## config.mk

```make
export PLATFORM = sky130hd
export DESIGN_NAME = mailbox_command_sequencer_core_flat
export DESIGN_NICKNAME = d
export VERILOG_FILES = /design/src/hw/rtl/mcs_pkg.sv /design/src/hw/rtl/mcs_if.sv /design/src/hw/rtl/mailbox_command_sequencer_core.sv /design/src/flat_wrapper.sv
export SDC_FILE = /design/constraint.sdc
export NUM_CORES = 1
export LEC_CHECK = 0
export BUFFER_PORTS_ARGS = -buffer_cell sky130_fd_sc_hd__buf_4
export CAP_MARGIN = 20
export CELL_PAD_IN_SITES_DETAIL_PLACEMENT = 1
export CELL_PAD_IN_SITES_GLOBAL_PLACEMENT = 1
export CORE_MARGIN = 2
export CORE_UTILIZATION = 38
export CTS_BUF_LIST = sky130_fd_sc_hd__clkbuf_16
export CTS_CLUSTER_DIAMETER = 60
export CTS_CLUSTER_SIZE = 16
export DETAILED_ROUTE_END_ITERATION = 8
export PLACE_DENSITY_LB_ADDON = 0.1
export SLEW_MARGIN = 40
export SYNTH_ARGS = -nofsm -noshare
export SYNTH_HDL_FRONTEND = slang
export SYNTH_SLANG_ARGS = --single-unit
export TNS_END_PERCENT = 100
```

## constraint.sdc

```tcl
create_clock -name clk_i -period 4.3 [get_ports clk_i]
set_input_delay 1.075 -clock clk_i [delete_from_list [all_inputs] [get_ports clk_i]]
set_output_delay 1.075 -clock clk_i [all_outputs]
set_load 0.02 [all_outputs]
```

## src/hw/rtl/mcs_pkg.sv

```systemverilog
// ----------------------------------------------------------------------------
// mcs_pkg
// Shared types and constants of the mailbox command sequencer.
// ----------------------------------------------------------------------------
`default_nettype none

package mcs_pkg;

  localparam int unsigned CmdW      = 2;
  localparam int unsigned CodeW     = 16;
  localparam int unsigned DataW     = 64;
  localparam int unsigned KindW     = 2;
  localparam int unsigned TargetW   = 32;
  localparam int unsigned AddrW     = 40;
  localparam int unsigned StatusW   = 3;
  localparam int unsigned ResultW   = 8;
  localparam int unsigned PollW     = 12;
  localparam int unsigned CfgIdxW   = 2;
  localparam int unsigned CfgDataW  = 40;

  localparam logic [15:0]      MagicWord     = 16'hab10;
  localparam logic [AddrW-1:0] CmdOffset     = AddrW'(8'h08);
  localparam logic [PollW-1:0] PollLimitRst  = PollW'(30 * 10);

  typedef enum logic [CmdW-1:0] {
    CMD_START  = 2'd0,
    CMD_RESP   = 2'd1,
    CMD_TICK   = 2'd2,
    CMD_IRQ    = 2'd3
  } cmd_e;

  typedef enum logic [KindW-1:0] {
    KIND_READ     = 2'd0,
    KIND_WRITE    = 2'd1,
    KIND_COMPLETE = 2'd2
  } kind_e;

  typedef enum logic [StatusW-1:0] {
    ST_DONE        = 3'd0,
    ST_NO_DEVICE   = 3'd1,
    ST_UNSUPPORTED = 3'd2,
    ST_BUSY        = 3'd3,
    ST_INTERRUPTED = 3'd4,
    ST_TIMEOUT     = 3'd5,
    ST_BUS_ERROR   = 3'd6
  } status_e;

  typedef enum logic [2:0] {
    PH_IDLE      = 3'd0,
    PH_RD_STATUS = 3'd1,
    PH_WR_CMD    = 3'd2,
    PH_RD_START  = 3'd3,
    PH_TK_START  = 3'd4,
    PH_RD_BUSY   = 3'd5,
    PH_TK_BUSY   = 3'd6
  } phase_e;

  typedef enum logic [CfgIdxW-1:0] {
    REG_TARGET_ID  = 2'd0,
    REG_BASE_ADDR  = 2'd1,
    REG_POLL_LIMIT = 2'd2
  } reg_idx_e;

endpackage

`default_nettype wire

```

## src/hw/rtl/mcs_if.sv

```systemverilog
// ----------------------------------------------------------------------------
// mcs_in_if / mcs_out_if
// Valid/ready channels of the mailbox command sequencer.
// ----------------------------------------------------------------------------
`default_nettype none

interface mcs_in_if import mcs_pkg::*; ();
  logic             valid;
  logic             ready;
  logic [CmdW-1:0]  cmd;
  logic [CodeW-1:0] code;
  logic [DataW-1:0] read_data;
  logic             bus_error;

  modport source (output valid, cmd, code, read_data, bus_error, input ready);
  modport sink   (input valid, cmd, code, read_data, bus_error, output ready);
endinterface

interface mcs_out_if import mcs_pkg::*; ();
  logic               valid;
  logic               ready;
  logic [KindW-1:0]   kind;
  logic [TargetW-1:0] bus_target;
  logic [AddrW-1:0]   bus_address;
  logic [DataW-1:0]   write_data;
  logic [StatusW-1:0] status;
  logic [ResultW-1:0] result_code;

  modport source (output valid, kind, bus_target, bus_address, write_data, status,
                  result_code, input ready);
  modport sink   (input valid, kind, bus_target, bus_address, write_data, status,
                  result_code, output ready);
endinterface

`default_nettype wire

```

## src/hw/rtl/mailbox_command_sequencer_core.sv

```systemverilog
// ----------------------------------------------------------------------------
// mailbox_command_sequencer_core
// Requester side of a service-processor command mailbox.
// ----------------------------------------------------------------------------
// Each transfer on the input channel (start, bus response, poll tick or
// interrupt) is handled in the cycle it is accepted and produces at most one
// transfer on the output channel: a bus read, a bus write or a completion with
// its status. The block takes one input transfer per clock; the only stall
// comes from the single output register, which holds a result until the sink
// takes it, and a new input is accepted in the same cycle the old result
// leaves. Results appear in the cycle after the input that caused them.
`default_nettype none

module mailbox_command_sequencer_core import mcs_pkg::*; (
  input  wire logic                clk_i,
  input  wire logic                rst_ni,
  input  wire logic                cfg_we_i,
  input  wire logic [CfgIdxW-1:0]  cfg_idx_i,
  input  wire logic [CfgDataW-1:0] cfg_wdata_i,
  mcs_in_if.sink                   in_s,
  mcs_out_if.source                out_s
);

  // configuration
  logic [TargetW-1:0] target_id_q;
  logic [AddrW-1:0]   base_addr_q;
  logic [PollW-1:0]   poll_limit_q;

  always_ff @(posedge clk_i or negedge rst_ni) begin
    if (!rst_ni) begin
      target_id_q  <= '0;
      base_addr_q  <= '0;
      poll_limit_q <= PollLimitRst;
    end else if (cfg_we_i) begin
      unique case (reg_idx_e'(cfg_idx_i))
        REG_TARGET_ID:  target_id_q  <= cfg_wdata_i[TargetW-1:0];
        REG_BASE_ADDR:  base_addr_q  <= cfg_wdata_i[AddrW-1:0];
        REG_POLL_LIMIT: poll_limit_q <= cfg_wdata_i[PollW-1:0];
        default: ;
      endcase
    end
  end

  // sequencer state
  phase_e            phase_q, phase_d;
  logic [CodeW-1:0]  held_code_q, held_code_d;
  logic [PollW-1:0]  polls_left_q, polls_left_d;

  logic     out_valid_q;
  logic     in_accept;
  cmd_e     cmd;
  logic     rd_bit0;
  logic     magic_ok;
  logic     version_ok;
  logic     awaiting_resp;
  logic     budget_empty;

  assign in_s.ready    = !out_valid_q || out_s.ready;
  assign in_accept     = in_s.valid && in_s.ready;
  assign cmd           = cmd_e'(in_s.cmd);
  assign rd_bit0       = in_s.read_data[0];
  assign magic_ok      = in_s.read_data[63:48] == MagicWord;
  assign version_ok    = (in_s.read_data[43:40] == held_code_q[15:12]) &&
                         (in_s.read_data[43:32] >= held_code_q[11:0]);
  assign awaiting_resp = (phase_q == PH_RD_STATUS) || (phase_q == PH_WR_CMD) ||
                         (phase_q == PH_RD_START)  || (phase_q == PH_RD_BUSY);
  assign budget_empty  = polls_left_q == '0;

  // next state
  always_comb begin
    phase_d      = phase_q;
    held_code_d  = held_code_q;
    polls_left_d = polls_left_q;
    if (in_accept) begin
      case (cmd)
        CMD_START: begin
          if (phase_q == PH_IDLE) begin
            held_code_d  = in_s.code;
            polls_left_d = poll_limit_q;
            phase_d      = PH_RD_STATUS;
          end
        end
        CMD_RESP: begin
          if (awaiting_resp) begin
            if (in_s.bus_error) begin
              phase_d = PH_IDLE;
            end else begin
              unique case (phase_q)
                PH_RD_STATUS: begin
                  phase_d = (magic_ok && version_ok && !rd_bit0) ? PH_WR_CMD : PH_IDLE;
                end
                PH_WR_CMD, PH_RD_START: begin
                  if (phase_q == PH_RD_START && rd_bit0) begin
                    phase_d = PH_TK_START;
                  end else if (budget_empty) begin
                    phase_d = PH_IDLE;
                  end else begin
                    polls_left_d = polls_left_q - 1'b1;
                    phase_d      = (phase_q == PH_WR_CMD) ? PH_RD_START : PH_RD_BUSY;
                  end
                end
                PH_RD_BUSY: begin
                  phase_d = rd_bit0 ? PH_TK_BUSY : PH_IDLE;
                end
                default: ;
              endcase
            end
          end
        end
        CMD_TICK: begin
          if (phase_q == PH_TK_START || phase_q == PH_TK_BUSY) begin
            if (budget_empty) begin
              phase_d = PH_IDLE;
            end else begin
              polls_left_d = polls_left_q - 1'b1;
              phase_d      = (phase_q == PH_TK_START) ? PH_RD_START : PH_RD_BUSY;
            end
          end
        end
        default: begin
          if (phase_q == PH_TK_START || phase_q == PH_TK_BUSY) begin
            phase_d = PH_IDLE;
          end
        end
      endcase
    end
  end

  // result of the current transfer
  logic           emit;
  kind_e          kind_d;
  logic           cmd_word;
  status_e        status_d;
  logic [7:0]     result_d;

  always_comb begin
    emit     = 1'b0;
    kind_d   = KIND_READ;
    cmd_word = 1'b0;
    status_d = ST_DONE;
    result_d = '0;
    case (cmd)
      CMD_START: begin
        emit = phase_q == PH_IDLE;
      end
      CMD_RESP: begin
        if (awaiting_resp) begin
          if (in_s.bus_error) begin
            emit     = 1'b1;
            kind_d   = KIND_COMPLETE;
            status_d = ST_BUS_ERROR;
          end else begin
            unique case (phase_q)
              PH_RD_STATUS: begin
                emit = 1'b1;
                if (!magic_ok) begin
                  kind_d   = KIND_COMPLETE;
                  status_d = ST_NO_DEVICE;
                end else if (!version_ok) begin
                  kind_d   = KIND_COMPLETE;
                  status_d = ST_UNSUPPORTED;
                end else if (rd_bit0) begin
                  kind_d   = KIND_COMPLETE;
                  status_d = ST_BUSY;
                end else begin
                  kind_d   = KIND_WRITE;
                  cmd_word = 1'b1;
                end
              end
              PH_WR_CMD, PH_RD_START: begin
                if (!(phase_q == PH_RD_START && rd_bit0)) begin
                  emit     = 1'b1;
                  cmd_word = phase_q == PH_WR_CMD;
                  if (budget_empty) begin
                    kind_d   = KIND_COMPLETE;
                    status_d = ST_TIMEOUT;
                  end
                end
              end
              PH_RD_BUSY: begin
                if (!rd_bit0) begin
                  emit     = 1'b1;
                  kind_d   = KIND_COMPLETE;
                  result_d = in_s.read_data[15:8];
                end
              end
              default: ;
            endcase
          end
        end
      end
      CMD_TICK: begin
        if (phase_q == PH_TK_START || phase_q == PH_TK_BUSY) begin
          emit     = 1'b1;
          cmd_word = phase_q == PH_TK_START;
          if (budget_empty) begin
            kind_d   = KIND_COMPLETE;
            status_d = ST_TIMEOUT;
          end
        end
      end
      default: begin
        if (phase_q == PH_TK_START || phase_q == PH_TK_BUSY) begin
          emit     = 1'b1;
          kind_d   = KIND_COMPLETE;
          status_d = ST_INTERRUPTED;
        end
      end
    endcase
  end

  always_ff @(posedge clk_i or negedge rst_ni) begin
    if (!rst_ni) begin
      phase_q      <= PH_IDLE;
      held_code_q  <= '0;
      polls_left_q <= '0;
    end else begin
      phase_q      <= phase_d;
      held_code_q  <= held_code_d;
      polls_left_q <= polls_left_d;
    end
  end

  // output register
  kind_e              kind_q;
  logic [TargetW-1:0] target_q;
  logic [AddrW-1:0]   addr_q;
  logic [DataW-1:0]   wdata_q;
  status_e            status_q;
  logic [ResultW-1:0] result_q;

  always_ff @(posedge clk_i or negedge rst_ni) begin
    if (!rst_ni) begin
      out_valid_q <= 1'b0;
    end else if (in_s.ready) begin
      out_valid_q <= in_accept && emit;
    end
  end

  always_ff @(posedge clk_i) begin
    if (in_accept && emit) begin
      kind_q   <= kind_d;
      status_q <= status_d;
      result_q <= result_d;
      if (kind_d == KIND_COMPLETE) begin
        target_q <= '0;
        addr_q   <= '0;
        wdata_q  <= '0;
      end else begin
        target_q <= target_id_q;
        addr_q   <= base_addr_q + (cmd_word ? CmdOffset : '0);
        wdata_q  <= (kind_d == KIND_WRITE) ?
                    {{(DataW-CodeW-16){1'b0}}, held_code_q, 15'd0, 1'b1} : '0;
      end
    end
  end

  assign out_s.valid       = out_valid_q;
  assign out_s.kind        = kind_q;
  assign out_s.bus_target  = target_q;
  assign out_s.bus_address = addr_q;
  assign out_s.write_data  = wdata_q;
  assign out_s.status      = status_q;
  assign out_s.result_code = result_q;

  // checks
  logic start_taken;
  assign start_taken = in_accept && cmd == CMD_START && phase_q == PH_IDLE;

  a_complete_idles: assert property (@(posedge clk_i) disable iff (!rst_ni)
    in_accept && emit && kind_d == KIND_COMPLETE |=> phase_q == PH_IDLE)
    else $error("completion did not return to idle");

  a_start_busy_ignored: assert property (@(posedge clk_i) disable iff (!rst_ni)
    in_accept && cmd == CMD_START && phase_q != PH_IDLE |=>
      phase_q == $past(phase_q) && $stable(held_code_q))
    else $error("start disturbed a running command");

  a_budget_no_grow: assert property (@(posedge clk_i) disable iff (!rst_ni)
    !start_taken |=> polls_left_q <= $past(polls_left_q))
    else $error("poll budget grew without a start");

  a_result_needs_input: assert property (@(posedge clk_i) disable iff (!rst_ni)
    !in_accept |=> !$rose(out_valid_q))
    else $error("result appeared without an input transfer");

endmodule

`default_nettype wire
```

## src/flat_wrapper.sv

```systemverilog
// flat-port wrapper written by rule: the top's interface ports become plain ports
module mailbox_command_sequencer_core_flat import mcs_pkg::*;
  (clk_i, rst_ni, cfg_we_i, cfg_idx_i, cfg_wdata_i, in_s_valid, in_s_cmd, in_s_code, in_s_read_data, in_s_bus_error, in_s_ready, out_s_valid, out_s_kind, out_s_bus_target, out_s_bus_address, out_s_write_data, out_s_status, out_s_result_code, out_s_ready);
  mcs_in_if in_s_i ();
  mcs_out_if out_s_i ();
  input  wire logic clk_i;
  input  wire logic rst_ni;
  input  wire logic cfg_we_i;
  input  wire logic [CfgIdxW-1:0] cfg_idx_i;
  input  wire logic [CfgDataW-1:0] cfg_wdata_i;
  input wire logic [$bits(in_s_i.valid)-1:0] in_s_valid;
  input wire logic [$bits(in_s_i.cmd)-1:0] in_s_cmd;
  input wire logic [$bits(in_s_i.code)-1:0] in_s_code;
  input wire logic [$bits(in_s_i.read_data)-1:0] in_s_read_data;
  input wire logic [$bits(in_s_i.bus_error)-1:0] in_s_bus_error;
  output wire logic [$bits(in_s_i.ready)-1:0] in_s_ready;
  output wire logic [$bits(out_s_i.valid)-1:0] out_s_valid;
  output wire logic [$bits(out_s_i.kind)-1:0] out_s_kind;
  output wire logic [$bits(out_s_i.bus_target)-1:0] out_s_bus_target;
  output wire logic [$bits(out_s_i.bus_address)-1:0] out_s_bus_address;
  output wire logic [$bits(out_s_i.write_data)-1:0] out_s_write_data;
  output wire logic [$bits(out_s_i.status)-1:0] out_s_status;
  output wire logic [$bits(out_s_i.result_code)-1:0] out_s_result_code;
  input wire logic [$bits(out_s_i.ready)-1:0] out_s_ready;
  assign in_s_i.valid = in_s_valid;
  assign in_s_i.cmd = in_s_cmd;
  assign in_s_i.code = in_s_code;
  assign in_s_i.read_data = in_s_read_data;
  assign in_s_i.bus_error = in_s_bus_error;
  assign in_s_ready = in_s_i.ready;
  assign out_s_valid = out_s_i.valid;
  assign out_s_kind = out_s_i.kind;
  assign out_s_bus_target = out_s_i.bus_target;
  assign out_s_bus_address = out_s_i.bus_address;
  assign out_s_write_data = out_s_i.write_data;
  assign out_s_status = out_s_i.status;
  assign out_s_result_code = out_s_i.result_code;
  assign out_s_i.ready = out_s_ready;
  mailbox_command_sequencer_core u_core (.clk_i(clk_i), .rst_ni(rst_ni), .cfg_we_i(cfg_we_i), .cfg_idx_i(cfg_idx_i), .cfg_wdata_i(cfg_wdata_i), .in_s(in_s_i), .out_s(out_s_i));
endmodule
```

; ---- After elaboration in Yosys (flattened, before gate mapping)
; Cells that the tools add are included.
; Widths: inputs -> output; s select.
[op_classes]
n_addsub = 2
magnitude_cmp = 1
eq_ne = 21
mux = 62
bitwise_logic = 4
n_reduce_logical = 28
[op_table]
columns = op, n
row1 = $mux 12, 7
row2 = $mux 3, 19
row3 = $add 40x40->40, 1
row4 = $pmux 12 s3, 1
row5 = $pmux 3 s3, 3
row6 = $mux 2, 12
row7 = $eq 16x16->1 const B, 1
row8 = $ge 12x12->1, 1
row9 = $logic_not 12->1, 1
row10 = $mux 1, 12
row11 = $pmux 2 s3, 2
row12 = $sub 12x1->12 const B, 1
row13 = $eq 3x3->1 const B, 3
row14 = $ne 2x2->1 const B, 4
row15 = $reduce_and 8->1, 1
row16 = $eq 2x1->1 const B, 3
row17 = $eq 2x2->1 const B, 3
row18 = $eq 3x2->1 const B, 2
row19 = $logic_and 1x1->1, 6
row20 = $pmux 1 s2, 3
row21 = $pmux 3 s2, 1
row22 = $reduce_and 2->1, 3
row23 = $reduce_and 6->1, 1
row24 = $reduce_bool 3->1, 2
row25 = other kinds (14), 25
[word_totals]
ff_bits = 265
inputBits = 130
word_cells = 132

; ---- Longest topological paths before layout
; Gate-level depths: netlist of run 1.
[depth]
depth_word = 11
ltp_mapped = 16
depth_no_buf = 16

; ---- Least setup slack after synthesis of run 1
; Ideal clock, no wire load.
[synth_path]
path_type = in2reg
start = input in_s_cmd[1]
end = register u_core.addr_q[0] (netlist: u_core.out_s.bus_address[0]) (enable)
arrival_time_ns = 4.223
t_required_ns = 3.827
slack_ns = -0.397
cell_stages = 7
path_buffers = 0
cell_sequence = inv_1 ha_1 o21ai_0 a41oi_1 o21ai_0 o21ai_0 and3_1
[synth_via]
elab_chain_len = 3
word_cells_on_any_way = 4
classes_between = eq/ne (1) / mux (1) / reduce/logical (2)
[synth_lines]
columns = item, line
row1 = "start, declared", flat_wrapper.sv:12  ; input wire logic [$bits(in_s_i.cmd)-1:0] in_s_cmd;
row2 = $eq 2x1->1 or $logic_not 2->1 (tied branches), -
row3 = $pmux 1 s2 *, mailbox_command_sequencer_core.sv:142  ; case (cmd)
row4 = $logic_and 1x1->1 *, mailbox_command_sequencer_core.sv:241  ; if (in_accept && emit) begin
row5 = "end signal, assigned", mailbox_command_sequencer_core.sv:251  ; addr_q <= base_addr_q + (cmd_word ? CmdOffset : '0);
row6 = "end, declared", mailbox_command_sequencer_core.sv:227  ; logic [AddrW-1:0] addr_q;
; Every way passes the cells marked *; elsewhere a longest branch is shown, timed or not.
; A chain may end at the register's enable or synchronous reset.

; ---- Worst setup path after layout of run 1
[layout_path]
start = input in_s_read_data[39]
end = register u_core.addr_q[25] (netlist: u_core.out_s.bus_address[25]), data pin
[layout_via]
elab_chain_len = 10
word_cells_on_any_way = 17
classes_between = add/sub (1) / order compare (1) / eq/ne (1) / mux (13) / reduce/logical (1)
[layout_lines]
columns = item, line
row1 = "start, declared", flat_wrapper.sv:14  ; input wire logic [$bits(in_s_i.read_data)-1:0] in_s_read_data;
row2 = $ge 12x12->1 *, mailbox_command_sequencer_core.sv:64  ; (in_s.read_data[43:32] >= held_code_q[11:0]);
row3 = $logic_and 1x1->1 *, mailbox_command_sequencer_core.sv:63  ; assign version_ok = (in_s.read_data[43:40] == held_code_q[15:12]) &&
row4 = $mux 1, mailbox_command_sequencer_core.sv:159  ; end else if (!version_ok) begin
row5 = $mux 1, mailbox_command_sequencer_core.sv:156  ; if (!magic_ok) begin
row6 = $pmux 1 s2, mailbox_command_sequencer_core.sv:153  ; unique case (phase_q)
row7 = $mux 1, mailbox_command_sequencer_core.sv:148  ; if (in_s.bus_error) begin
row8 = $mux 1, mailbox_command_sequencer_core.sv:147  ; if (awaiting_resp) begin
row9 = $pmux 1 s2, mailbox_command_sequencer_core.sv:142
row10 = $mux 4, mailbox_command_sequencer_core.sv:251
row11 = $add 40x40->40, mailbox_command_sequencer_core.sv:251
; Marked as above.

==> out/metrics.cfg, run 1 <==
[synthesis]
yosys_register_bits = 218
synthFlopType = dfrtp_1
synth-edff-count = 102
netlist_area_um2 = 10200
avgSynthCellArea_um2 = 12.5
synth_top_area_share_pct = 29.9
synthArstFlopShare_pct = 53.2
synth_common_cells = dfrtp_1, edfxtp_1, mux2_2
ys_seq_area_share_pct = 58.3
yosysWarnings = 0
synth.distinct_cells = 61
synth.area.top_cells = edfxtp_1, dfrtp_1, mux2_2
yosysMostFrequentCell = dfrtp_1
syn_inst = 823
synth_top_cell_by_area = edfxtp_1

[final_layout]
areaGrowthSynthToFinish_pct = 25.8
fillers = 2843
diodes = 0
drive_gt1_share_pct = 37.1
nNetsFinal = 1205

[timing]
setup_violations = 0
holdWs_ns = 0.496
min_period_ns = 3.93
slew-limit-headroom_pct = 54.6
rsz0062_at_grt = no
skew_ns = 0.0218
worst_pin_slew_ns = 0.679
timing.final.crit_share_pct = 91.4
finalMaxSlewViolations = 0
hold_violations = 0
setup_tns_ns = 0
fmax_ghz = 0.254

[global_routing]
grt_use_total_pct = 18.0
grt_pass1_wl_um = 40300
grt_pass1_vias = 7129
antenna_found_initial = 0
grt_max_degree = 47
grt_overflow_total = 0

[worst_setup_path]
path_cells = buf_4 > ha_1 > nand2_1 > nor3_1 > a21oi_1 > o21ai_2 > nand4_1 > a21oi_2 > ha_1 > ha_1 > nand3_1 > nor4_2 > buf_4 > and2_1 > nand4_1 > xor2_1 > nor2_1
cp_common_cell = ha_1
start_kind = primary input
crit_arrival_ns = 4.16
cp-end-kind = register
critPathSlowestCell = ha_1
cp_max_fo = 5
cp.required_ns = 4.53
cp_slowest_stage_delay_ns = 0.30
path_class = in -> reg

[pwr]
p_clk_share_pct = 27.4
p_comb_share_pct = 28.0
power.internal_w = 0.00465
sw_frac_of_total_pct = 32.3
p_per_area_nw_per_um2 = 532
seqPwrFrac_pct = 44.6
leakagePower_nw = 5.46
p_switching_w = 0.00222
vdd_drop_max_v = 0.000302

[routing]
drt_first_pass_iters = 4
vias = 6983
via_per_inst = 4.95
drtIter0Drc = 361
wl_um = 25600
drtAntennaViolNets = 0
drc = 0
wl_per_cell_um = 18.2

[clock_tree]
cts_tree = done
cts-buffers-inserted = 21
clkTransAtPathRegs_ns = 0.07
clkLatencyLatePin_ns = 0.52
cts-root-buf = clkbuf_16
cts_max_path_buffers = 3
ctsHtreeMaxLevel = 1
postCtsSetupBuffers = 0
clock-sinks = 218

[die]
die_h_um = 168
core-area_um2 = 26700
io_pins = 281
dieWidth_um = 168
dieArea_um2 = 28300
rows = 60
start_util_pct = 38.4

[min_path]
hold_class = reg -> reg

[flow_run]
cap_violations = 0

[placed_design]
gp_congestion = 0.794
port_buffers = 206
dp_hpwl_um = 18400

[outcome]
status = completed

-- power by group through the flow --
stage          Combinational (W)  Clock (W)  Sequential (W)
6_report                 0.00192    0.00188         0.00306
5_1_grt                  0.00213    0.00202         0.00313
4_1_cts                  0.00194    0.00195         0.00307
3_5_place_dp             0.00193          0         0.00311
3_3_place_gp             0.00189          0         0.00309
2_1_floorplan            0.00110          0         0.00323
-- flip-flops by register name, summed over array words and instances, names as in the netlist --
name                      cells
u_core.base_addr_q           40
u_core.held_code_q           16
u_core.out_s.bus_address     40
u_core.out_s.bus_target      32
u_core.out_s.kind             2
u_core.out_s.result_code      8
u_core.out_s.status           3
u_core.out_s.valid            1
u_core.out_s.write_data      17
u_core.phase_q                3
u_core.poll_limit_q          12
u_core.polls_left_q          12
u_core.target_id_q           32
-- cells by family (layout without fill, tap and decap cells) --
family	Yosys count	count (layout)	synth area share [%]
and+or+nand+nor	270	270	14.3
DFF	218	218	58.3
muxes	103	103	11.3
buffers and inverters	100	301	5.76
AOI/OAI and AO/OA	74	74	4.79
xor gates and xnor gates	38	38	3.25
adders and majority gates	19	19	2.32
other	1	47	0.0366
-- critical path: cells and delay by family --
| kind | cells | cell delay [ns] |
|---|---|---|
| AND/OR/NAND/NOR | 8 | 1.25 |
| buffers and inverters | 2 | 0.30 |
| XOR/XNOR | 1 | 0.16 |
| AO/OA/AOI/OAI | 3 | 0.59 |
| adder cells (fa/ha/maj) | 3 | 0.78 |
-- what timing repair did --
action                     4_1_cts  5_1_grt
setup endpoints to repair        0       18
hold endpoints to repair         0        0
resized for setup                0        5
hold buffers                     0        0
-- area by class of cell --
type | count | area, um2 | share of cell area [%]
flip-flops and latches | 218 | 5970 | 46.3
multi-input cells | 551 | 3880 | 30.1
repair buffers | 241 | 1840 | 14.3
clock buffers | 21 | 526 | 4.08
well taps | 341 | 427 | 3.31
clock inverters | 16 | 161 | 1.25
inverters | 23 | 86.3 | 0.670
-- metal layers --
layer | track usage (%) | routed length (um)
met2 | 30.4 | 12300
met4 | 4.42 | 526
met5 | 0 | 0
met3 | 2.75 | 1170
met1 | 24.5 | 11600
-- cell usage in the layout, fill, tap and decap left out, drive strengths merged, types with 4 or more instances in the layout --
cell / synthesis / final
buf: 63 / 241
dfrtp: 112 / 112
edfxtp: 102 / 102
mux2: 101 / 101
nor2: 60 / 60
and2: 55 / 55
conb: 1 / 47
nand2: 37 / 37
inv: 23 / 35
xor2: 26 / 26
nor3: 22 / 22
o21ai: 22 / 22
clkbuf: 14 / 21
nand3: 20 / 20
a21oi: 20 / 20
ha: 19 / 19
and3: 17 / 17
nand4: 12 / 12
xnor2: 12 / 12
or3: 7 / 7
o221a: 6 / 6
o22ai: 6 / 6
nor2b: 5 / 5
nand2b: 5 / 5
nor4: 5 / 5
and4: 5 / 5
dfstp: 4 / 4
nor3b: 4 / 4
-- stage by stage --
| step | utilization, % | worst slack (ns) | std cells | area (um2) | power, W |
|---|---|---|---|---|---|
| after global routing | 48.2 | 0.0511 | 1411 | 12900 | 0.00728 |
| after floorplan | - | 0.165 | 869 | 10400 | 0.00432 |
| final | 48.2 | 0.371 | 1411 | 12900 | 0.00687 |
| after detailed placement | 45.6 | -0.394 | 1373 | 12200 | 0.00504 |
| after global placement | 45.5 | -0.338 | 1371 | 12200 | 0.00498 |
| after CTS | 48.2 | 0.148 | 1410 | 12900 | 0.00696 |
-- path summary, 6_finish.rpt --
kind	slack, ns	startpoint	cells after the start	to
worst min register to register	0.50	u_core.target_id_q[2]	1	u_core.target_id_q[2]
worst max-delay path	0.37	in_s_read_data[39]	17	u_core.out_s.bus_address[25]
worst max register to register	0.61	u_core.held_code_q[7]	17	u_core.out_s.bus_address[25]
min in group asynchronous	0.58	rst_ni	1	u_core.out_s.valid
worst min-delay path	0.50	u_core.target_id_q[2]	1	u_core.target_id_q[2]
max in group asynchronous	2.78	rst_ni	2	u_core.base_addr_q[7]
Note: power is estimated with default switching activity, not from simulation.
==> run 2: changes to the inputs <==
Settings changed: PLACE_DENSITY set to 0.77, PLACE_DENSITY_LB_ADDON 0.1 to unset.
==> run 2 against run 1 <==
Via count up 1.9%. First-iteration DRC count is 8.3% higher. Non-clock buffer count fell by 4. Flip-flop and latch count stayed put. Clock skew is 0.0064 ns higher. Hold slack improved by 0.0034 ns. Critical path depth shrank 2. Worst setup slack worse by 0.10 ns. Largest power group unchanged.
==> out/metrics.cfg, run 2 (synthesized netlist as in run 1, its figures left out) <==
[outcome]
status = completed

[flow_run]
cap_violations = 0  ; unchanged

[final_layout]
final_common_cell = buf_4
fillers = 2806  ; -1.3%
fin_util_pct = 48.2  ; -0.066 points
nNetsFinal = 1202  ; -0.25%
areaGrowthSynthToFinish_pct = 25.6
drive_gt1_share_pct = 36.9  ; -0.25 points
diodes = 0  ; unchanged
layout_common_cells = buf_4, dfrtp_1, edfxtp_1, mux2_2, nor2_1

[worst_setup_path]
cp_max_fo = 5  ; unchanged
path_cells = buf_4 > nor4b_1 > nand4_1 > nor3_1 > nand4_1 > a21oi_1 > ha_1 > ha_1 > nand3_1 > nor4_2 > buf_4 > and2_1 > nand3_1 > xor2_1 > nor2_1
crit_arrival_ns = 4.27  ; +0.11 ns
critPathSlowestCell = nor4b_1
path_class = in -> reg
cp.required_ns = 4.54  ; about the same
cp-end-kind = register
crit_buf_inv = 2  ; unchanged
cp_slowest_stage_delay_ns = 0.39  ; +0.09 ns
cpLargestDelayFamily = simple AND/OR/NAND/NOR gates
start_kind = primary input

[global_routing]
grt_overflow_total = 0  ; unchanged
grt_pass1_vias = 7396  ; +3.7%
grt_pass1_wl_um = 40700  ; +1.0%
grt_use_total_pct = 18.1  ; +0.099 points
grt_max_degree = 117  ; +150%
antenna_found_initial = 0  ; unchanged

[routing]
drc = 0  ; unchanged
wl_um = 26200  ; +2.0%
drtIter0Drc = 391  ; +8.3%
drtAntennaViolNets = 0  ; unchanged
drt_first_pass_iters = 4  ; unchanged
wl_per_cell_um = 18.6  ; +2.1%
via_per_inst = 5.05  ; +2.0%
vias = 7115  ; +1.9%

[timing]
min_period_ns = 4.03  ; +0.100 ns
fin_ws_ns = 0.270  ; -0.100 ns
holdWs_ns = 0.500  ; +0.00340 ns
slew-limit-headroom_pct = 54.4  ; -0.23 points
skew_ns = 0.0282  ; +0.00638 ns
timing.final.crit_share_pct = 93.7  ; +2.3 points
finalMaxSlewViolations = 0  ; unchanged
fmax_ghz = 0.248  ; -2.5%
setup_violations = 0  ; unchanged
rsz0062_at_grt = no
worst_pin_slew_ns = 0.675  ; -0.00445 ns
hold_violations = 0  ; unchanged

[clock_tree]
postCtsSetupBuffers = 0  ; unchanged
cts_tree = done
clkLatencyLatePin_ns = 0.52  ; about the same
clock-sinks = 218  ; unchanged
cts-root-buf = clkbuf_16
cts_hold_buffers = 0  ; unchanged
ctsHtreeMaxLevel = 1  ; unchanged
cts-buffers-inserted = 22  ; +4.8%
clkTransAtPathRegs_ns = 0.07  ; about the same
cts_max_path_buffers = 3  ; unchanged

[pwr]
p_per_area_nw_per_um2 = 535  ; +0.48%
leakagePower_nw = 5.45  ; -0.15%
vdd_drop_max_v = 0.000312  ; +3.2%

[die]
io_pins = 281  ; unchanged
dieWidth_um = 168  ; unchanged
start_util_pct = 38.4  ; unchanged
rows = 60  ; unchanged
core-area_um2 = 26700  ; unchanged
die_h_um = 168  ; unchanged
dieArea_um2 = 28300  ; unchanged

[placed_design]
dp_hpwl_um = 18500  ; +0.65%
gp_congestion = 0.836  ; +5.3%
port_buffers = 206  ; unchanged
place_ws_ns = -0.407  ; -0.0136 ns

[min_path]
hold_class = reg -> reg

-- run 2: worst paths after layout --
check	start	to	slack (ns)	cells after the start
min in group asynchronous	rst_ni	u_core.target_id_q[22]	0.65	2
worst min-delay path	u_core.base_addr_q[1]	u_core.base_addr_q[1]	0.50	1
worst max-delay path	in_s_read_data[50]	u_core.out_s.bus_address[37]	0.27	15
max in group asynchronous	rst_ni	u_core.phase_q[2]	3.12	2
worst max register to register	u_core.held_code_q[6]	u_core.out_s.bus_address[37]	0.51	17
worst min register to register	u_core.base_addr_q[1]	u_core.base_addr_q[1]	0.50	1
-- run 2: cell type report --
type                            instances  area, um2  area share (%)
Clock buffer                           22        551            4.28
Timing Repair Buffer                  237       1810            14.0
Clock inverter                         18        163            1.26
Sequential cell                       218       5970            46.4
Inverter                               23       86.3           0.670
Multi-Input combinational cell        551       3870            30.1
Tap cell                              341        427            3.31
-- run 2: metal layers --
layer  global-route usage, %  up-vias  share of wire (%)  wire length (um)
met5                       0        -                  0                 0
met4                    4.57        0                2.2               566
met3                    2.44       36                4.2              1100
met2                    32.8      170                 52             13500
met1                    22.9     3606                 42             11000
li1                        -     3303                  -                 -
-- run 2: through the flow --
step	area (um2)	std cells	TNS, ns	power, W
6_report	12900	1410	0	0.00689
4_1_cts	12900	1409	0	0.00698
3_5_place_dp	12200	1369	-6.18	0.00504
2_1_floorplan	10400	869	0	0.00432
5_1_grt	12900	1410	0	0.00728
3_3_place_gp	12200	1369	-4.44	0.00493
-- run 2: report_power, final --
part	internal, W	leakage (nW)	switching (W)
Combinational	0.000845	2.76	0.00106
Clock	0.00103	0.360	0.000874
Sequential	0.00275	2.34	0.000327
Total	0.00462	5.45	0.00227
-- run 2: repair_timing --
| action | 4_1_cts | 5_1_grt |
|---|---|---|
| gates resized for setup | 0 | 1 |
| endpoints found under the hold margin | 0 | 0 |
| endpoints found under the setup margin | 0 | 10 |
==> run 3: changes to the inputs <==
Settings changed: ABC_AREA set to 1, CORE_UTILIZATION 38 to 36, CTS_CLUSTER_SIZE 16 to unset.
==> run 3 against run 2 <==
Die area rose by 11%. Clock power rose by 20%. Sequential power fell by 5%. Via count rose by 19%. Fmax rose by 2.6%. Synthesized cell count rose by 41%. Hold slack got worse by 0.019 ns. Final cell count rose by 29%. Wire length rose by 12%. Largest cell class unchanged. Highest routed layer unchanged.
==> out/metrics.cfg, run 3 <==
[clock_tree]
cts_hold_buffers = 0  ; unchanged
cts-buffers-inserted = 27  ; +23%
clkTransAtPathRegs_ns = 0.06  ; about the same
cts_tree = done
clkLatencyLatePin_ns = 0.55  ; +0.03 ns
postCtsSetupBuffers = 0  ; unchanged
cts_resized = 0  ; unchanged
ctsHtreeMaxLevel = 1  ; unchanged
clock-sinks = 218  ; unchanged
cts_max_path_buffers = 3  ; unchanged
cts-root-buf = clkbuf_16

[worst_setup_path]
crit_arrival_ns = 4.32  ; +0.05 ns
r2r_slack_ns = 0.57  ; +0.06 ns
crit_buf_inv = 2  ; unchanged
cpLargestDelayFamily = simple AND/OR/NAND/NOR gates
cp.required_ns = 4.69  ; +0.15 ns
cp-end-kind = register
path_cells = buf_4 > ha_1 > nand2_1 > nor2_1 > nand2_1 > nor2_1 > nand2_1 > nand2_2 > nand3_1 > nor2_1 > o21ai_0 > a21oi_1 > ha_1 > ha_1 > nand3_2 > nor2_2 > nand2_2 > nor3_4 > nand2_2 > nor2_2 > nand2_1 > xor2_1 > clkinv_1 > nor2_1
path_class = in -> reg
critPathSlowestCell = ha_1
cp_slowest_stage_delay_ns = 0.29  ; -0.10 ns
r2r-end = u_core.out_s.bus_address[39]
start_kind = primary input
rr_startpoint = u_core.held_code_q[11]
r2r_cells = 24  ; +7
cp_max_fo = 3  ; -2

[placed_design]
place_ws_ns = -0.214  ; +0.193 ns
place_area_um2 = 12800  ; +5.0%
port_buffers = 206  ; unchanged
gp_congestion = 0.855  ; +2.3%
dp_hpwl_um = 21700  ; +17%

[final_layout]
layout_common_cells = buf_4, nand2_1, inv_1, nor2_1, o21ai_0
design_area_um2 = 13700  ; +6.1%
drive_gt1_share_pct = 25.2  ; -12 points
diodes = 0  ; unchanged
fillers = 3388  ; +21%
areaGrowthSynthToFinish_pct = 26.9
final-seq-area_um2 = 5970  ; unchanged
multi_input_area_um2 = 3720  ; -3.8%
final_common_cell = buf_4
nNetsFinal = 1550  ; +29%

[die]
dieWidth_um = 177  ; +5.2%
die_h_um = 177  ; +5.2%
core-area_um2 = 29600  ; +11%
dieArea_um2 = 31300  ; +11%
start_util_pct = 36.4  ; -1.9 points
rows = 63  ; +5.0%
io_pins = 281  ; unchanged

[global_routing]
antenna_found_initial = 0  ; unchanged
grt_use_met1_pct = 25.4  ; +2.5 points
grt_use_met2_pct = 31.6  ; -1.2 points
grt.met3_usage_pct = 2.79  ; +0.35 points
grt_busiest_layer = met2
grt_pass1_wl_um = 46600  ; +14%
grt_use_total_pct = 18.8  ; +0.66 points
grt_max_degree = 71  ; -39%
grt_pass1_vias = 8912  ; +20%
grt_overflow_total = 0  ; unchanged

[synthesis]
synth-edff-count = 102  ; unchanged
yosysWarnings = 0  ; unchanged
synth_top_cell_by_area = edfxtp_1
synth.area.top_cells = edfxtp_1, dfrtp_1, nand2_1
synthFlopType = dfrtp_1
synthArstFlopShare_pct = 53.2  ; unchanged
syn_inst = 1163  ; +41%
synth_common_cells = nand2_1, inv_1, nor2_1
avgSynthCellArea_um2 = 9.25  ; -26%
netlist_area_um2 = 10800  ; +5.0%
yosys_register_bits = 218  ; unchanged
synth.distinct_cells = 43  ; -30%
yosysMostFrequentCell = nand2_1
synth_top_area_share_pct = 28.5  ; -1.4 points
ys_seq_area_share_pct = 55.5  ; -2.8 points

[pwr]
vdd_drop_max_v = 0.000276  ; -11%
sw_frac_of_total_pct = 33.7  ; +0.83 points
power.internal_w = 0.00466  ; +0.73%
seqPwrFrac_pct = 41.5  ; -3.1 points
p_switching_w = 0.00237  ; +4.6%
p_clk_share_pct = 32.5  ; +4.9 points
p_comb_share_pct = 26.0  ; -1.7 points
leakagePower_nw = 6.45  ; +18%
total_power_w = 0.00703  ; +2.0%
p_per_area_nw_per_um2 = 514  ; -3.8%

[routing]
via_per_inst = 4.66  ; -7.6%
wl_per_cell_um = 16.2  ; -13%
wl_um = 29300  ; +12%
drtIter0Drc = 476  ; +22%
vias = 8447  ; +19%
drt_first_pass_iters = 5  ; +1
drc = 0  ; unchanged
drtAntennaViolNets = 0  ; unchanged

[timing]
slew-limit-headroom_pct = 50.4  ; -4.0 points
finalMaxSlewViolations = 0  ; unchanged
timing.final.crit_share_pct = 91.3  ; -2.4 points
worst_pin_slew_ns = 0.743  ; +0.0684 ns
min_period_ns = 3.93  ; -0.102 ns
skew_ns = 0.0199  ; -0.00829 ns
hold_violations = 0  ; unchanged
rsz0062_at_grt = no
fin_ws_ns = 0.372  ; +0.102 ns
fmax_ghz = 0.255  ; +2.6%
setup_violations = 0  ; unchanged

[outcome]
status = completed

[min_path]
holdPathEnd = u_core.target_id_q[0]
hold_class = reg -> reg
hp-start = u_core.target_id_q[0]
hold-path-cell-count = 2  ; +1

[flow_run]
cap_violations = 0  ; unchanged

[run 3: changes by cell type after synthesis, sizes merged, moves of 16 or more]
cell   delta
o21ai   +102
mux2    -100
and3     -16
nand2   +178
inv     +170
and2     -55
nor2    +103
[run 3: final cells by class]
cell class	count	share of cell area, %
repair buffers	241	13.5
clock buffers	27	4.95
multi-input cells	719	27.3
flip-flops and latches	218	43.7
inverters	194	5.33
clock inverters	23	1.63
well taps	390	3.57
[run 3: worst max path at each step]
stage,from,end,slack [ns],depth (start not counted)
after floorplan,in_s_read_data[43],u_core.out_s.bus_address[35],0.40,23
after global placement,in_s_read_data[43],u_core.out_s.bus_address[35],-0.07,24
after detailed placement,in_s_read_data[43],u_core.out_s.bus_address[39],-0.21,24
after CTS,in_s_read_data[43],u_core.out_s.bus_address[39],0.34,24
after global routing,in_s_read_data[43],u_core.out_s.bus_address[39],0.02,24
final,in_s_read_data[43],u_core.out_s.bus_address[39],0.37,24
[run 3: worst register-to-register path, cell delays in order (launching register included)]
cell and delay (ns):
dfrtp_1 0.33, inv_1 0.11, ha_1 0.32, nand2_1 0.08, nor2_1 0.14, nand2_1 0.08, nor2_1 0.10, nand2_1 0.07
nand2_2 0.09, nand3_1 0.10, nor2_1 0.21, o21ai_0 0.11, a21oi_1 0.23, ha_1 0.24, ha_1 0.20, nand3_2 0.10
nor2_2 0.15, nand2_2 0.12, nor3_4 0.16, nand2_2 0.11, nor2_2 0.14, nand2_1 0.08, xor2_1 0.16, clkinv_1 0.08
nor2_1 0.11
[run 3: per-stage QoR]
step / hold slack, ns / std cells / TNS [ns] / util (%)
5_1_grt: 0.513 / 1812 / 0 / 46.2
2_1_floorplan: 0.448 / 1209 / 0 / -
4_1_cts: 0.489 / 1812 / 0 / 46.2
3_5_place_dp: 0.469 / 1762 / -1.73 / 43.2
3_3_place_gp: 0.466 / 1762 / -0.287 / 43.1
6_report: 0.481 / 1812 / 0 / 46.2
[run 3: metal layers]
layer  up-vias  share of wire [%]
met3        44                5.6
met1      4085                 46
met4         0                2.0
met2       234                 47
li1       4084                  -
met5         -                  0
[run 3: logic make-up (layout without fill, tap and decap cells)]
| logic type | Yosys count | in the layout | synth area share [%] |
|---|---|---|---|
| other | 1 | 47 | 0.0348 |
| AOI/OAI and AO/OA | 157 | 157 | 7.85 |
| adders and majority gates | 19 | 19 | 2.21 |
| and+or+nand+nor | 455 | 455 | 19.3 |
| buffers and inverters | 272 | 485 | 11.8 |
| DFF | 218 | 218 | 55.5 |
| xor gates and xnor gates | 40 | 40 | 3.26 |
| muxes | 1 | 1 | 0.105 |
[run 3: power by group through the flow]
stage	logic (W)	registers [W]	clock network, W
2_1_floorplan	0.00107	0.00305	0
5_1_grt	0.00206	0.00297	0.00241
3_3_place_gp	0.00175	0.00293	0
3_5_place_dp	0.00184	0.00295	0
6_report	0.00182	0.00292	0.00228
4_1_cts	0.00185	0.00292	0.00235
